`src/hdl/gbbc_queue.sv`:
```
// ----------------------------------------------------------------------------
// gbbc_queue
// Two-entry queue between the classifying front and the cell table.
// ----------------------------------------------------------------------------
module gbbc_queue #(
   parameter int WIDTH = 8
) (
   input  logic             clock,
   input  logic             reset,
   input  logic             push,
   input  logic [WIDTH-1:0] din,
   input  logic             pop,
   output logic [WIDTH-1:0] dout,
   output logic             full,
   output logic             empty
);
   logic [WIDTH-1:0] slot_ff [2];
   logic             wr_ptr_ff, wr_ptr_in;
   logic             rd_ptr_ff, rd_ptr_in;
   logic [1:0]       count_ff, count_in;
   logic             do_push, do_pop;

   assign full    = (count_ff == 2'd2);
   assign empty   = (count_ff == 2'd0);
   assign do_push = push && !full;
   assign do_pop  = pop && !empty;
   assign dout    = slot_ff[rd_ptr_ff];

   always_comb begin
      wr_ptr_in = wr_ptr_ff ^ do_push;
      rd_ptr_in = rd_ptr_ff ^ do_pop;
      count_in  = count_ff + {1'b0, do_push} - {1'b0, do_pop};
   end

   always_ff @(posedge clock) begin
      if (reset) begin
         wr_ptr_ff <= 1'b0;
         rd_ptr_ff <= 1'b0;
         count_ff  <= 2'd0;
      end else begin
         wr_ptr_ff <= wr_ptr_in;
         rd_ptr_ff <= rd_ptr_in;
         count_ff  <= count_in;
      end
   end

   always_ff @(posedge clock) begin
      if (do_push) begin
         slot_ff[wr_ptr_ff] <= din;
      end
   end
endmodule

```
`config.mk`:
```
export PLATFORM = sky130hd
export DESIGN_NAME = gbbc_queue
export DESIGN_NICKNAME = d
export VERILOG_FILES = /design/src/hdl/gbbc_queue.sv
export SDC_FILE = /design/constraint.sdc
export NUM_CORES = 1
export LEC_CHECK = 0
export ABC_AREA = 1
export ABC_CLOCK_PERIOD_IN_PS = 2800
export BUFFER_PORTS_ARGS = -buffer_cell sky130_fd_sc_hd__buf_2
export CAP_MARGIN = 20
export CORE_UTILIZATION = 53
export DETAILED_ROUTE_END_ITERATION = 16
export PLACE_DENSITY = 0.86
export SLEW_MARGIN = 10
export SYNTH_ARGS = -nofsm -noshare
export SYNTH_HDL_FRONTEND = slang
export SYNTH_SLANG_ARGS = --single-unit
```
`constraint.sdc`:
```
create_clock -name clock -period 2.8 [get_ports clock]
set_input_delay 0.14 -clock clock [delete_from_list [all_inputs] [get_ports clock]]
set_output_delay 0.14 -clock clock [all_outputs]
set_load 0.05 [all_outputs]
```
==> impl_results.md <==
* Vias per cell at 4.98
* GP Congestion at 0.789
* Fmax at 0.600 GHz
* Starting density of the core at 56.6%
* Pleak at 0.459 nW
* Worst Hold Class: in2reg
* Post-Syn Area per Cell at 14.2 µm²
* Register area at 561 µm²
* R2r startpoint: count_ff[1]
* Detail Route met2 WL at 623 µm
* Chip height at 42.1 µm
* Clock skew at 0.0146 ns
* Pre-antenna DRT Iters at 2
* Power per cell area at 1110 nW/µm²
* ANT nets after route at 0
* IO Count at 22
* Core Footprint at 1510 µm²
* Fin crit period at 1.67 ns
* Highest metal used: met4
* WL per Instance at 12.1 µm
* CTS Hold Bufs at 0
* Final Hold Vio Count at 0
* Post-synthesis cell type count at 12
* FILL cells at 120
* Worst-Margin Slew at 0.554 ns
* Total clock sinks at 20
* Fin worst setup slack at 1.13 ns
* Setup Crit Path Kind: reg2out
* Final nets at 101
* Clk root buf: clkbuf_4
* CP endpoint: dout[0]
* Hpwl dp at 917 µm
* Most common cell after layout, fill and taps aside: buf_2
* Crit path DAT at 1.53 ns
* Critical path fanouts, max at 10
* Via count at 498
* Fraction of the cycle the final worst path needs at 59.5%
* Worst Setup SP: rd_ptr_ff
* First-pass GRT wire length at 1990 µm
* # H-tree levels at 1
* Setup WS pre-CTS at 1.34 ns
* CTS resizes at 0
* Die W at 42.1 µm
* Largest net degree at the start of global routing at 13
* Slew HR at 63.0%
* Post-CTS setup buffer count at 0
* R2r worst-path depth at 10
* Area growth from synthesis to layout at 19.5%
* RR Endpoint: count_ff[1]
* Met3 wire length at 50 µm
* CTS tree: done
* DR iter-0 viols at 3
* Clk buf depth at 2
* Diode count at 0
* Yosys warns at 0
* Vias in the first global route at 467
* Die ar. at 1770 µm²
* Area of the mapped netlist at 853 µm²
* R2R Setup Slk at 1.33 ns
* Maxcap violations at 0
* Fraction of layout cells with a size suffix above 1 at 41.7%
* Max VDD drop at 0.575 mV
* CP Capture Type: output pin
* Worst-path clk slew at 0.10 ns
* Worst setup SP type: flip-flop
* GR Util All Layers at 15.6%
* CTS buffer count at 3
* Cells after synthesis at 60
* Multi-input logic area at 244 µm²
* Worst Path Required at 2.66 ns
* Routed Wire Length at 1210 µm
* RSZ-0062 raised after global routing: no
* Routed met1 length at 527 µm
* Syn nets at 76
* Worst skew pair latency at 0.30 ns
* Grt total ovfl at 0
* IO Port Bufs at 21
* Setup TNS at 0 ns
* Flops & latches, synth at 20
* Final setup fails at 0
* Most frequent cells in the layout: 21 x buf_2, 16 x edfxtp_1, 10 x inv_1
* Post-synthesis sequential area ratio at 65.7%
* Core Rows at 14
* # DRC at 0
* Initial antenna violation count at 0
* Status: completed
* Max Transition Viols Final at 0
[worst max-delay path, cell delays in order (launching register included)]
cell     delay [ns]
dfxtp_1        0.69
mux2_4         0.34
buf_2          0.21
[cell type report]
cell class                      count  share of cell area [%]
Inverter                           10                    3.68
Tap cell                           16                    1.96
Timing Repair Buffer               21                    10.3
Sequential cell                    20                    55.0
Multi-Input combinational cell     29                    23.9
Clock buffer                        3                    2.21
Clock inverter                      1                    2.94
[power breakdown]
part | switching [W] | total [W] | leakage [nW] | internal, W
Combinational | 0.000312 | 0.000462 | 0.248 | 0.000151
Clock | 0.0000869 | 0.000232 | 0.0279 | 0.000145
Sequential | 0.0000488 | 0.000439 | 0.183 | 0.000390
[stage by stage]
| stage | cell area, µm² | hold WS (ns) | utilization [%] | std cells | power, W |
|---|---|---|---|---|---|
| 2_1_floorplan | 853 | 0.207 | - | 60 | 0.000832 |
| 3_3_place_gp | 967 | 0.324 | 64.2 | 96 | 0.000895 |
| 3_5_place_dp | 967 | 0.333 | 64.2 | 96 | 0.000913 |
| 4_1_cts | 1020 | 0.0131 | 67.7 | 100 | 0.00114 |
| 5_1_grt | 1020 | 0.0120 | 67.7 | 100 | 0.00119 |
| 6_report | 1020 | 0.0189 | 67.7 | 100 | 0.00113 |
[routing by layer]
metal | global-route usage (%) | vias up
li1 | - | 250
met1 | 18.9 | 236
met2 | 24.7 | 10
met3 | 3.45 | 2
met4 | 11.3 | 0
met5 | 0 | -
[Yosys cell counts]
cell type,instances,area (µm²)
edfxtp_1,16,480
ha_1,4,50.1
inv_1,10,37.5
dfxtp_1,4,80.1
nor2_1,6,22.5
a21oi_1,1,5.00
nand3_1,2,10.0
nand2_1,5,18.8
mux2_4,8,120
buf_6,1,11.3
nor2_2,2,12.5
o21ai_1,1,5.00
[worst min path at each step]
stage,start,to,slack (ns),cells after the start
CTS,reset,wr_ptr_ff,0.01,2
global placement,reset,wr_ptr_ff,0.32,2
floorplan,reset,wr_ptr_ff,0.21,1
detailed placement,reset,wr_ptr_ff,0.33,2
finish,reset,wr_ptr_ff,0.02,2
global route,din[2],slot_ff[0][2],0.01,1
[registers in the layout, indices dropped and copies added, names as in the netlist]
| name | cells |
|---|---|
| count_ff | 2 |
| wr_ptr_ff | 1 |
| slot_ff | 16 |
| rd_ptr_ff | 1 |
[logic make-up after synthesis]
family | share of synthesized area, %
compound gates | 1.17
fa+ha+maj | 5.87
buf+inv | 5.72
flops | 65.7
mux | 14.1
simple gates | 7.48
Power figures use the tool's default switching activity.
