### config.mk
export PLATFORM = sky130hd
export DESIGN_NAME = gbbc_front
export DESIGN_NICKNAME = d
export VERILOG_FILES = /design/src/hdl/gbbc_pkg.sv /design/src/hdl/gbbc_front.sv
export SDC_FILE = /design/constraint.sdc
export NUM_CORES = 1
export LEC_CHECK = 0
export BUFFER_PORTS_ARGS = -buffer_cell sky130_fd_sc_hd__buf_2
export CELL_PAD_IN_SITES_DETAIL_PLACEMENT = 1
export CELL_PAD_IN_SITES_GLOBAL_PLACEMENT = 2
export CORE_MARGIN = 4
export CORE_UTILIZATION = 39
export CTS_BUF_LIST = sky130_fd_sc_hd__clkbuf_8
export DETAILED_ROUTE_END_ITERATION = 7
export PLACE_DENSITY = 0.94
export SYNTH_ARGS = -nofsm -noshare
export SYNTH_HDL_FRONTEND = slang
export SYNTH_SLANG_ARGS = --single-unit
export TNS_END_PERCENT = 5
### constraint.sdc
create_clock -name clock -period 6.95 [get_ports clock]
set_input_delay 0.695 -clock clock [delete_from_list [all_inputs] [get_ports clock]]
set_output_delay 0.695 -clock clock [all_outputs]
set_load 0.01 [all_outputs]
### src/hdl/gbbc_pkg.sv
// ----------------------------------------------------------------------------
// gbbc_pkg
// Types, codes and widths shared by the corner grid modules.
// ----------------------------------------------------------------------------
package gbbc_pkg;

   localparam int MAX_CELLS_DEF  = 1024;
   localparam int NUM_LEVELS_DEF = 8;

   localparam int COORD_W    = 12;
   localparam int LEVEL_W    = 3;
   localparam int SCORE_W    = 24;
   localparam int READ_W     = 10;
   localparam int SIZE_W     = 8;
   localparam int COLS_W     = 11;
   localparam int REQ_W      = 2;
   localparam int CSR_IDX_W  = 2;
   localparam int CSR_DATA_W = 24;
   localparam int ENTRY_W    = 2 * COORD_W + LEVEL_W + SCORE_W;

   localparam logic [REQ_W-1:0] REQ_MARK  = 2'd0;
   localparam logic [REQ_W-1:0] REQ_OFFER = 2'd1;
   localparam logic [REQ_W-1:0] REQ_READ  = 2'd2;

   localparam logic [CSR_IDX_W-1:0] CSR_CELL_WIDTH      = 2'd0;
   localparam logic [CSR_IDX_W-1:0] CSR_GRID_COLUMNS    = 2'd1;
   localparam logic [CSR_IDX_W-1:0] CSR_SCORE_THRESHOLD = 2'd2;

   typedef enum logic [1:0] {
      OP_MARK,
      OP_OFFER,
      OP_READ,
      OP_READ_NONE
   } gbbc_op_type;

   typedef struct packed {
      gbbc_op_type          op;
      logic [COORD_W-1:0]   x;
      logic [COORD_W-1:0]   y;
      logic [LEVEL_W-1:0]   level;
      logic [SCORE_W-1:0]   score;
   } gbbc_cmd_type;

   typedef struct packed {
      logic push;
      logic full;
   } gbbc_qctl_type;

endpackage

### src/hdl/gbbc_front.sv
// ----------------------------------------------------------------------------
// gbbc_front
// Takes items, scales offers to level 0, finds the cell of a mark or offer by serial
// division and queues the classified command; out-of-range marks and offers are dropped here.
// ----------------------------------------------------------------------------
module gbbc_front #(
   parameter int MAX_CELLS  = gbbc_pkg::MAX_CELLS_DEF,
   parameter int NUM_LEVELS = gbbc_pkg::NUM_LEVELS_DEF,
   parameter int IDX_W      = (MAX_CELLS > 1) ? $clog2(MAX_CELLS) : 1
) (
   input  logic                          clock,
   input  logic                          reset,
   input  logic                          accept,
   input  logic [gbbc_pkg::REQ_W-1:0]    req_type,
   input  logic [gbbc_pkg::COORD_W-1:0]  req_pos_x,
   input  logic [gbbc_pkg::COORD_W-1:0]  req_pos_y,
   input  logic [gbbc_pkg::LEVEL_W-1:0]  req_pyr_level,
   input  logic [gbbc_pkg::SCORE_W-1:0]  req_corner_score,
   input  logic [gbbc_pkg::READ_W-1:0]   req_read_cell,
   input  logic [gbbc_pkg::SIZE_W-1:0]   cell_width,
   input  logic [gbbc_pkg::COLS_W-1:0]   grid_columns,
   output logic                          front_busy,
   output gbbc_pkg::gbbc_qctl_type       qctl_push,
   input  logic                          q_full,
   output gbbc_pkg::gbbc_cmd_type        cmd,
   output logic [IDX_W-1:0]              cmd_idx
);
   import gbbc_pkg::*;

   typedef enum logic [2:0] {F_IDLE, F_DIV, F_MUL, F_IDX, F_PUSH} front_state_type;

   front_state_type       state_ff, state_in;
   gbbc_cmd_type          cmd_ff, cmd_in;
   logic [COORD_W-1:0]    xq_ff, xq_in, yq_ff, yq_in;
   logic [SIZE_W:0]       xr_ff, xr_in, yr_ff, yr_in;
   logic [3:0]            cnt_ff, cnt_in;
   logic [22:0]           prod_ff, prod_in;
   logic [IDX_W-1:0]      idx_ff, idx_in;

   logic [19:0]           sx_wide, sy_wide;
   logic                  lvl_bad, scale_bad;
   logic [SIZE_W:0]       xt, yt, div_ext;
   logic                  xge, yge;
   logic [23:0]           kval;
   logic                  col_ok, k_ok, rc_ok;

   assign front_busy     = (state_ff != F_IDLE);
   assign qctl_push.push = (state_ff == F_PUSH) && !q_full;
   assign qctl_push.full = q_full;
   assign cmd            = cmd_ff;
   assign cmd_idx        = idx_ff;

   always_comb begin
      sx_wide   = {8'd0, req_pos_x} << req_pyr_level;
      sy_wide   = {8'd0, req_pos_y} << req_pyr_level;
      lvl_bad   = ({1'b0, req_pyr_level} >= 4'(NUM_LEVELS));
      scale_bad = (|sx_wide[19:12]) || (|sy_wide[19:12]);
      rc_ok     = ({7'd0, req_read_cell} < 17'(MAX_CELLS));
      div_ext   = {1'b0, cell_width};
      xt        = {xr_ff[SIZE_W-1:0], xq_ff[COORD_W-1]};
      yt        = {yr_ff[SIZE_W-1:0], yq_ff[COORD_W-1]};
      xge       = (xt >= div_ext);
      yge       = (yt >= div_ext);
      kval      = {1'b0, prod_ff} + {12'd0, xq_ff};
      col_ok    = ({1'b0, grid_columns} > xq_ff);
      k_ok      = (kval < 24'(MAX_CELLS));

      state_in = state_ff;
      cmd_in   = cmd_ff;
      xq_in    = xq_ff;
      yq_in    = yq_ff;
      xr_in    = xr_ff;
      yr_in    = yr_ff;
      cnt_in   = cnt_ff;
      prod_in  = prod_ff;
      idx_in   = idx_ff;

      unique case (state_ff)
         F_IDLE: begin
            if (accept) begin
               cmd_in.level = req_pyr_level;
               cmd_in.score = req_corner_score;
               xr_in        = '0;
               yr_in        = '0;
               cnt_in       = 4'd0;
               priority if (req_type == REQ_MARK) begin
                  cmd_in.op = OP_MARK;
                  cmd_in.x  = req_pos_x;
                  cmd_in.y  = req_pos_y;
                  xq_in     = req_pos_x;
                  yq_in     = req_pos_y;
                  if (cell_width != '0) state_in = F_DIV;
               end else if (req_type == REQ_OFFER) begin
                  cmd_in.op = OP_OFFER;
                  cmd_in.x  = sx_wide[COORD_W-1:0];
                  cmd_in.y  = sy_wide[COORD_W-1:0];
                  xq_in     = sx_wide[COORD_W-1:0];
                  yq_in     = sy_wide[COORD_W-1:0];
                  if (cell_width != '0 && !lvl_bad && !scale_bad) state_in = F_DIV;
               end else if (req_type == REQ_READ) begin
                  cmd_in.op = rc_ok ? OP_READ : OP_READ_NONE;
                  idx_in    = IDX_W'(req_read_cell);
                  state_in  = F_PUSH;
               end else begin
                  state_in = F_IDLE; // unknown request: drop
               end
            end
         end
         F_DIV: begin
            xr_in  = xge ? (xt - div_ext) : xt;
            yr_in  = yge ? (yt - div_ext) : yt;
            xq_in  = {xq_ff[COORD_W-2:0], xge};
            yq_in  = {yq_ff[COORD_W-2:0], yge};
            cnt_in = cnt_ff + 4'd1;
            if (cnt_ff == 4'(COORD_W - 1)) state_in = F_MUL;
         end
         F_MUL: begin
            prod_in  = {11'd0, yq_ff} * {12'd0, grid_columns};
            state_in = F_IDX;
         end
         F_IDX: begin
            idx_in   = kval[IDX_W-1:0];
            state_in = (col_ok && k_ok) ? F_PUSH : F_IDLE;
         end
         F_PUSH: begin
            if (!q_full) state_in = F_IDLE;
         end
         default: state_in = F_IDLE;
      endcase
   end

   always_ff @(posedge clock) begin
      if (reset) begin
         state_ff <= F_IDLE;
      end else begin
         state_ff <= state_in;
      end
      cmd_ff  <= cmd_in;
      xq_ff   <= xq_in;
      yq_ff   <= yq_in;
      xr_ff   <= xr_in;
      yr_ff   <= yr_in;
      cnt_ff  <= cnt_in;
      prod_ff <= prod_in;
      idx_ff  <= idx_in;
   end
endmodule

==> summary.md <==
| Metric | Value |
|---|---|
| Clock skew | `~0.021 ns` |
| Most used cell, CP | `fa_1` |
| Worst path required time | `7.14 ns` |
| Initial antenna violation count | `1` |
| Synth Net Count | `1490` |
| Detailed Route Iter0 Violations | `roughly 570` |
| Height of the chip | `183.0 um` |
| Most used DFF post-synth | `edfxtp_1` |
| Clock Latency Late Sink | `0.46 ns` |
| Core area | `29950 um^2` |
| WS Path Type | `flip-flop to flip-flop` |
| Initial Util | `0.3988` |
| Switching power | `~2.2 mW` |
| Critical path endpoint category | `flip-flop` |
| Final ANT Viol Nets | `0` |
| Total power divided by cell area | `358.6 nW/um^2` |
| Slew @ Worst Pin | `approximately 1.1 ns` |
| Aggregate global-route resource usage | `0.2042` |
| # rows | `63` |
| CP peak stage delay | `around 0.67 ns` |
| Post-CTS sizing | `0` |
| Top Family by Delay on Critical Path | `adder cells` |
| Synth top area share | `0.3268` |
| Vias in the first global route | `10.17k` |
| Clock power frac | `0.143` |
| CTS Buf Count | `17` |
| Seq pwr share | `0.247` |
| # clock sinks | `roughly 130` |
| CTS tree | `yes` |
| Max clock buf depth | `2` |
| I/O pin total | `approximately 150` |
| Synth warn | `0` |
| # Post-CTS Setup Buffers | `0` |
| DIE AREA | `approximately 33000 um^2` |
| Max-cap violation count | `0` |
| Final setup viols | `0` |
| Critical path startpoint category | `flip-flop` |
| Post-DP HPWL | `around 27 mm` |
| Critical path buffers and inverters | `2` |
| Nets | `between 1.5k and 2k` |
| RSZ-0062 raised after global routing | `no` |
| P_int | `2.626 mW` |
| Synthesized area per cell | `about 9.9 um^2` |
| Flops & latches, synth | `133` |
| Combinational Power Share | `0.609` |
| Reg clk slew, reported paths | `approximately 0.1 ns` |
| Register area | `roughly 4000 um^2` |
| Post-synth cell types | `65` |
| Setup total negative slack | `0 ns` |
| Vias per inst | `~5.4` |
| Filler cells | `approximately 3.4k` |
| Drc violations | `0` |
| CP Max Fanout | `12` |
| Final-report hold violation count | `0` |
| Post-synth EDFFs | `130` |
| Crit share post-route | `0.8931` |
| N_diodes | `0` |
| Peak supply drop | `0.2646 mV` |
| Critical Path AT | `6.40 ns` |
| Post-Syn Instances | `1211` |
| Vias post-DR | `9332` |
| Share of cells above drive strength 1 | `0.1579` |
| Root Buffer | `clkbuf_8` |
| Multi-input gate area | `7196 um^2` |
| Dpl ws | `0.5894 ns` |
| Min Tclk post-route | `6.207 ns` |
| Post-synth ARST share | `0` |
| Class of the worst hold path | `input port to flip-flop` |
| Routed wire length | `between 30 and 40 mm` |
| Slew margin rel. | `0.2648` |
| Port Buf Inserts | `151` |
| WL per Instance | `19.59 um` |
| Router iterations before antenna repair | `5` |
| Die Wd | `around 180 um` |
| Outcome | `complete, no violations` |
| Synth cell count leaders | `inv_1 (149), nand2_1 (144), edfxtp_1 (130), ha_1 (101), fa_1 (92)` |
| Final worst slack | `0.7427 ns` |
| Crit-path cells | `and2_1, fa_1, fa_1, fa_1, fa_1, inv_1, fa_1, inv_1, ha_1, and3_1, o21ai_0, o2111ai_1, a31oi_1, o21ai_0, a2111oi_0, nor3_1, xnor2_1` |
| Slew Limit Fails | `0` |
| Most frequent cell after synthesis | `inv_1` |
| First-pass GRT wire length | `between 50 and 60 mm` |
| Hold_buf cts | `0` |
| Area Growth Syn to Fin | `12.43%` |
| Fmax | `roughly 160 MHz` |
| Synth area leader | `edfxtp_1` |
| GPL Wtd Cong | `0.8952` |
| Switching share of power | `0.4548` |
| Sequential fraction of the synthesis area | `0.3318` |
| Pleak | `~6.1 nW` |
| H-tree depth | `4` |
| Post-Syn Area | `between 10000 and 15000 um^2` |
| Top post-synthesis cells by area | `edfxtp_1 (33%), fa_1 (15%), ha_1 (11%)` |
| Largest net degree at the start of global routing | `51` |
| GRT Residual Overflow | `0` |
| CP max stage cell | `edfxtp_1` |
==> final timing paths <==
kind                                            from     endpoint  slack [ns]  depth (start not counted)
worst min-delay path            req_corner_score[17]      cmd[17]        0.41                          1
worst max-delay path                        yq_ff[5]  prod_ff[22]        0.74                         17
worst max register to register              yq_ff[5]  prod_ff[22]        0.74                         17
worst min register to register             cnt_ff[0]    cnt_ff[0]        0.60                          1
==> flip-flops by register name, indices dropped and copies added (netlist names) <==
| register | cells |
|---|---|
| xr_ff | 8 |
| yq_ff | 12 |
| cnt_ff | 4 |
| xq_ff | 12 |
| prod_ff | 23 |
| cmd_idx | 10 |
| cmd | 53 |
| yr_ff | 8 |
| state_ff | 3 |
==> cells by family after synthesis <==
logic type,count (synthesis),share of synthesized area
AOI/OAI and AO/OA,189,0.1033
xor gates and xnor gates,33,0.02420
adders and majority gates,193,0.2600
buffers and inverters,202,0.06683
DFF,133,0.3318
muxes,56,0.04808
and+or+nand+nor,405,0.1658
==> power groups by stage <==
stage | clock network [mW] | logic [mW] | registers, mW
after floorplan | 0 | 2.14 | 1.17
after global placement | 0 | 2.78 | 1.21
after detailed placement | 0 | 2.93 | 1.21
after CTS | 0.706 | 2.95 | 1.19
after global routing | 0.742 | 3.30 | 1.20
final | 0.691 | 2.93 | 1.19
==> per-layer routing <==
metal,vias up,part of all wire,track usage,wire length (um)
li1,4360,-,-,-
met1,4704,0.44,0.2665,15050
met4,2,0.019,0.05125,663
met2,224,0.50,0.3565,16940
met5,-,0.00038,0,13
met3,42,0.041,0.03253,1407
==> layout by cell type (no fill, tap or decap), drive strengths merged, types with 4 or more instances in the layout <==
cell	count
clkinv	5
o31ai	6
edfxtp	130
a2111oi	4
nor3b	6
a21oi	42
a31oi	5
xor2	10
ha	101
mux2i	45
nor3	13
nand4	11
nand2	144
or3	4
a211o	5
a21boi	4
nand2b	14
clkbuf	17
o21ai	64
buf	157
and2	75
and3	11
nor2	86
fa	92
nor4	4
a211oi	11
mux2	11
xnor2	23
inv	159
nand3	8
nor2b	15
a21o	13
nor4b	5
o21a	7
==> stage by stage <==
| stage | utilization | instance area, um^2 | instances | hold slack (ns) | total power, mW |
|---|---|---|---|---|---|
| after global placement | 0.4345 | 13020 | 1707 | 0.5818 | 3.990 |
| after detailed placement | 0.4345 | 13020 | 1707 | 0.5969 | 4.136 |
| after CTS | 0.4484 | 13430 | 1739 | 0.3798 | 4.847 |
| after floorplan | - | 11950 | 1211 | 0.5346 | 3.309 |
| after global routing | 0.4484 | 13430 | 1739 | 0.3628 | 5.239 |
| final | 0.4484 | 13430 | 1739 | 0.4050 | 4.816 |
==> area by class of cell <==
cell class / count / area share
Inverter: 151 / 0.04220
Tap cell: 390 / 0.03633
Clock buffer: 17 / 0.01742
Sequential cell: 133 / 0.2951
Clock inverter: 15 / 0.01351
Multi-Input combinational cell: 876 / 0.5358
Timing Repair Buffer: 157 / 0.05962
Power figures use the tool's default switching activity.
